**src/rtl/gbr_pkg.sv**
```systemverilog
`default_nettype none
package gbr_pkg;

  localparam int DEF_MAX_RADIUS = 3;
  localparam int DEF_MAX_WIDTH  = 1024;
  localparam int MAX_HEIGHT     = 4096;
  localparam int ROW_W          = 13;   // row counters reach MAX_HEIGHT
  localparam int PIX_W          = 16;
  localparam int COEF_W         = 16;
  localparam int ACC_W          = 40;   // 49 taps of 16x16 products
  localparam int CFG_IDX_W      = 3;
  localparam int CFG_DATA_W     = 16;

  localparam logic [CFG_IDX_W-1:0] REG_IMAGE_WIDTH   = 3'd0;
  localparam logic [CFG_IDX_W-1:0] REG_IMAGE_HEIGHT  = 3'd1;
  localparam logic [CFG_IDX_W-1:0] REG_KERNEL_RADIUS = 3'd2;
  localparam logic [CFG_IDX_W-1:0] REG_COEF_CENTER   = 3'd3;
  localparam logic [CFG_IDX_W-1:0] REG_COEF_OFF1     = 3'd4;
  localparam logic [CFG_IDX_W-1:0] REG_COEF_OFF2     = 3'd5;
  localparam logic [CFG_IDX_W-1:0] REG_COEF_OFF3     = 3'd6;

  localparam logic [10:0]       RST_IMAGE_WIDTH   = 11'd1024;
  localparam logic [12:0]       RST_IMAGE_HEIGHT  = 13'd1024;
  localparam logic [1:0]        RST_KERNEL_RADIUS = 2'd2;
  localparam logic [COEF_W-1:0] RST_COEF_CENTER   = 16'd26386;
  localparam logic [COEF_W-1:0] RST_COEF_OFF1     = 16'd16004;
  localparam logic [COEF_W-1:0] RST_COEF_OFF2     = 16'd3571;
  localparam logic [COEF_W-1:0] RST_COEF_OFF3     = 16'd0;

  localparam logic CMD_PIXEL = 1'b0;
  localparam logic CMD_FLUSH = 1'b1;

  typedef struct packed {
    logic             cmd;
    logic [PIX_W-1:0] in_pixel;
  } in_item_t;

  typedef struct packed {
    logic [PIX_W-1:0] out_pixel;
    logic             out_last;
  } out_item_t;

  typedef struct packed {
    logic clear;
    logic valid;
  } mac_ctl_t;

endpackage
`default_nettype wire

```
**src/rtl/gbr_mac.sv**
```systemverilog
`default_nettype none
module gbr_mac (
  input  wire logic                     clk,
  input  wire logic                     rst,
  input  wire gbr_pkg::mac_ctl_t        ctl,
  input  wire logic [gbr_pkg::PIX_W-1:0]  px,
  input  wire logic [gbr_pkg::COEF_W-1:0] wt,
  output logic      [gbr_pkg::ACC_W-1:0]  acc
);
  import gbr_pkg::*;

  logic [PIX_W+COEF_W-1:0] prod;
  logic                    prod_v;

  always_ff @(posedge clk) begin
    if (rst) begin
      prod_v <= 1'b0;
    end else if (ctl.clear) begin
      prod_v <= 1'b0;
      acc    <= '0;
    end else begin
      prod_v <= ctl.valid;
      if (prod_v) begin
        acc <= acc + ACC_W'(prod);
      end
    end
    if (ctl.valid) begin
      prod <= px * wt;
    end
  end

endmodule
`default_nettype wire

```
**config.mk**
```make
export PLATFORM = sky130hd
export DESIGN_NAME = gbr_mac
export DESIGN_NICKNAME = d
export VERILOG_FILES = /design/src/rtl/gbr_pkg.sv /design/src/rtl/gbr_mac.sv
export SDC_FILE = /design/constraint.sdc
export NUM_CORES = 1
export LEC_CHECK = 0
export BUFFER_PORTS_ARGS = -buffer_cell sky130_fd_sc_hd__buf_2
export CAP_MARGIN = 20
export CORE_AREA = 2 2 149 151
export CTS_BUF_LIST = sky130_fd_sc_hd__clkbuf_8
export CTS_CLUSTER_SIZE = 24
export DETAILED_ROUTE_END_ITERATION = 8
export DIE_AREA = 0 0 151 153
export PLACE_DENSITY = 0.83
export SYNTH_ARGS = -nofsm -noshare
export SYNTH_HDL_FRONTEND = slang
export SYNTH_SLANG_ARGS = --single-unit
```
**constraint.sdc**
```tcl
create_clock -name clk -period 12.22 [get_ports clk]
set_input_delay 1.833 -clock clk [delete_from_list [all_inputs] [get_ports clk]]
set_output_delay 1.833 -clock clk [all_outputs]
set_load 0.05 [all_outputs]
```
==> impl_summary.md <==
Critical path
STA puts the critical path data arrival time at between 7 and 8 ns. The required time at the worst-slack endpoint is 12.33 ns. The startpoint type of the worst setup path is an input port. The length in cells of the worst reg-to-reg path is 11. The start of the worst register-to-register path is acc[0]$_SDFFCE_PP0P_. The kind of critical path is input port to flop. The maximum fanout along the worst path is 16. The launching instance or port of the critical path is wt[1]. The last element of the critical path is prod[26]$_DFFE_PP_. In this run the critical register-to-register path is captured at acc[36]$_SDFFCE_PP0P_. The kind of capture point of the worst setup path is a flop. Across all register-to-register paths, the minimum setup slack is slightly below 9 ns.

Clock tree
For this design, the sink count on the clock tree is 73. The count of hold buffers inserted by post-cts repair is 0. The longest clock path from root to sink contains 2 buffers.

The depth of the CTS H-tree is 3. In this run the post-CTS setup repair buffer count came out at 0. After clock tree synthesis, the clock-pin slew on the worst setup and hold paths is around 0.070 ns. TritonCTS built the clock tree.

The count of cells resized by post-cts repair is 0. Counting the buffers created by CTS gives 9. The root buffer cell is sky130_fd_sc_hd__clkbuf_8. The source-to-sink clock delay at the later pin of the worst-skew pair is approximately 0.37 ns.

STA
The remaining max-slew budget at the tightest pin is 42.0%. Subtracting the final worst setup slack from the clock period gives 7.43 ns. Once routing completed, OpenROAD measured the worst setup slack at 4.79 ns.

The total negative slack for setup checks is 0 ns. The count of final hold-check violations was 0. At the pin with the least slew margin, the transition time is between 0.8 and 0.9 ns. The share of the clock period used by the worst path after layout is just over 60%. Setup repair after global routing left no endpoint under its margin. The total count of max-transition violations in the final report was 0.

The largest clock skew in the final design is 0.00911 ns. Setup violations remaining at the end of the flow were counted as 0. The maximum achievable frequency is roughly 0.13 GHz.

Route
The routed layout has just under 10,000 vias. After detailed routing, the number of remaining DRC violations is 0. The pre-antenna-repair detailed-routing pass consisted of 6 iterations.

After detailed routing, the average wire length per cell comes to 16.8 microns. The routed via count divided by cell count is around 5.7. The post-detailed-routing wire length is about 28,000 microns.

The remaining antenna violation count is 0. The number of DRC markers after the initial detailed-route iteration is 613.

Die
The vertical extent of the die is 153 microns. The row count is 54. The top-level port count is 76. The floorplan die area is approximately 23,000 sq um. The region available for standard cell placement spans 21,500 sq um. The initial cell density of the core is 59.4%. The die is around 150 microns wide.

Logic synthesis
By area the synthesized netlist is led by sky130_fd_sc_hd__fa_1 31%, sky130_fd_sc_hd__edfxtp_1 17%, sky130_fd_sc_hd__ha_1 13%. Each instance of the synthesized netlist takes up on average ~9.3 sq um. In the synthesized netlist the dominant register cell turns out to be sky130_fd_sc_hd__edfxtp_1. Summing every instance area after synthesis gives roughly 13,000 sq um.

The portion of the post-synthesis area used by sequential elements is 17.1%. Counting every instance in the synthesized netlist gives ~1,400. The number of distinct standard cells referenced by the synthesized netlist is 58.

The dominant cell type by area after synthesis is sky130_fd_sc_hd__fa_1. During synthesis, Yosys emitted a total of 0 warnings. Counting flops with a built-in enable in the synthesized netlist gives 72.

The number of nets handed over by synthesis was approximately 1,700. The share of synthesized area in the top cell type comes to 30.6%. In the synthesized netlist the async set-or-reset flop fraction comes to 0%. The flop and latch count out of synthesis is 73.

Final layout
The post-route netlist has 7.50% of its cells at a drive strength greater than 1. From synthesis to final layout, the design area changed by 5.98%. In the layout the commonest cells are 245 x sky130_fd_sc_hd__inv_1, 195 x sky130_fd_sc_hd__fa_1, 162 x sky130_fd_sc_hd__nand2_1. The antenna diode count is 0. The number of fillers in the final layout is approximately 1,800. The net total in the final layout is 1,775.

Leaving out fill and tap cells, the most frequent cell in the layout is sky130_fd_sc_hd__inv_1. The utilization of the core after routing is 62.9%.

Placement
The count of buffers added on input and output ports is 75. At the placement stage, the worst setup path has a slack of 4.46 ns. Summed over all nets, the half-perimeter wirelength after detailed placement is ~23,000 microns.

The final weighted congestion of routability-driven global placement is just over 0.9.

Global routing
For this run, the total global-route usage over all layers was measured as 25.4%. After global routing the overflow that remains totals 0. The first global-routing pass estimated around 47,000 microns of wire. The initial antenna violation count is 0. Entering global routing, the biggest net connects 48 pins. The number of global-route vias before repair came to a little under 10,000.

Hold path
Counting instances, the worst hold path has a depth of 2. The worst hold path belongs to the class flop to flop.

Status
The flow ran to the end, and the final reports show no timing, DRC or antenna violations.

Run
The max-cap check violation count is 0.
## metrics by stage
| step | instances | area, sq um | hold WS [ns] |
|---|---|---|---|
| floorplan | 1367 | 12800 | 0.622 |
| global placement | 1676 | 13300 | 0.636 |
| detailed placement | 1676 | 13300 | 0.645 |
| CTS | 1692 | 13500 | 0.662 |
| global route | 1693 | 13500 | 0.703 |
| finish | 1693 | 13500 | 0.655 |
## state kept, by name, summed over array words and instances (netlist names)
signal  count
acc        40
prod       32
prod_v      1
## worst max-delay path, stage by stage
cell,delay (ns)
sky130_fd_sc_hd__buf_2,0.29
sky130_fd_sc_hd__nand2_1,0.13
sky130_fd_sc_hd__fa_1,0.52
sky130_fd_sc_hd__fa_1,0.51
sky130_fd_sc_hd__fa_1,0.53
sky130_fd_sc_hd__inv_1,0.07
sky130_fd_sc_hd__fa_1,0.48
sky130_fd_sc_hd__fa_1,0.50
sky130_fd_sc_hd__inv_1,0.06
sky130_fd_sc_hd__fa_1,0.47
sky130_fd_sc_hd__inv_1,0.04
sky130_fd_sc_hd__ha_1,0.33
sky130_fd_sc_hd__o21a_1,0.21
sky130_fd_sc_hd__o21ai_0,0.20
sky130_fd_sc_hd__nor2_1,0.09
sky130_fd_sc_hd__a221o_1,0.42
sky130_fd_sc_hd__o41ai_2,0.48
sky130_fd_sc_hd__o21ai_0,0.19
sky130_fd_sc_hd__xor2_1,0.17
## routing by layer
metal | routed length, microns | vias to the layer above | track usage (%) | part of all wire (%)
met4 | 605 | 0 | 6.90 | 2.1
met2 | 13500 | 402 | 42.1 | 48
met3 | 2140 | 66 | 3.61 | 7.5
met1 | 12200 | 4744 | 35.1 | 43
met5 | 0 | - | 0 | 0
li1 | - | 4463 | - | -
## cells in the mapped netlist (all sizes together) (6+ instances only)
cell    number
a21o        17
a21oi       62
a41o         6
and2       137
and3         9
clkbuf      41
edfxtp      72
fa         195
ha         136
inv        244
nand2      162
nand4       13
nor2        56
nor2b       10
nor3        20
o211ai       6
o21a        14
o21ai       35
o21bai      11
o31ai        6
or3          6
xnor2       31
xor2        15
## logic make-up after synthesis
kind of cell,count (synthesis),share of synthesized area (%)
XOR/XNOR,46,3.16
AND/OR/NAND/NOR,435,17.1
multiplexers,6,0.520
adder cells (fa/ha/maj),331,43.9
buffers and inverters,290,8.75
AO/OA/AOI/OAI,186,9.48
flip-flops,73,17.1
## area by class of cell
type,count,area [sq um],area share [%]
Tap cell,280,350,2.59
Multi-Input combinational cell,1004,9470,70.0
Timing Repair Buffer,76,395,2.92
Inverter,244,916,6.77
Clock buffer,9,124,0.916
Clock inverter,7,86.3,0.638
Sequential cell,73,2180,16.1
## how the worst min path moves through the flow
stage                           end               from
5_1_grt        acc[0]$_SDFFCE_PP0P_  prod[0]$_DFFE_PP_
2_1_floorplan  acc[0]$_SDFFCE_PP0P_  prod[0]$_DFFE_PP_
6_report       acc[0]$_SDFFCE_PP0P_  prod[0]$_DFFE_PP_
4_1_cts        acc[0]$_SDFFCE_PP0P_  prod[0]$_DFFE_PP_
3_5_place_dp   acc[0]$_SDFFCE_PP0P_  prod[0]$_DFFE_PP_
3_3_place_gp   acc[0]$_SDFFCE_PP0P_  prod[0]$_DFFE_PP_
Power is not shown: default switching activity piles up to over one toggle a cycle in this logic, so the estimate is an artifact.
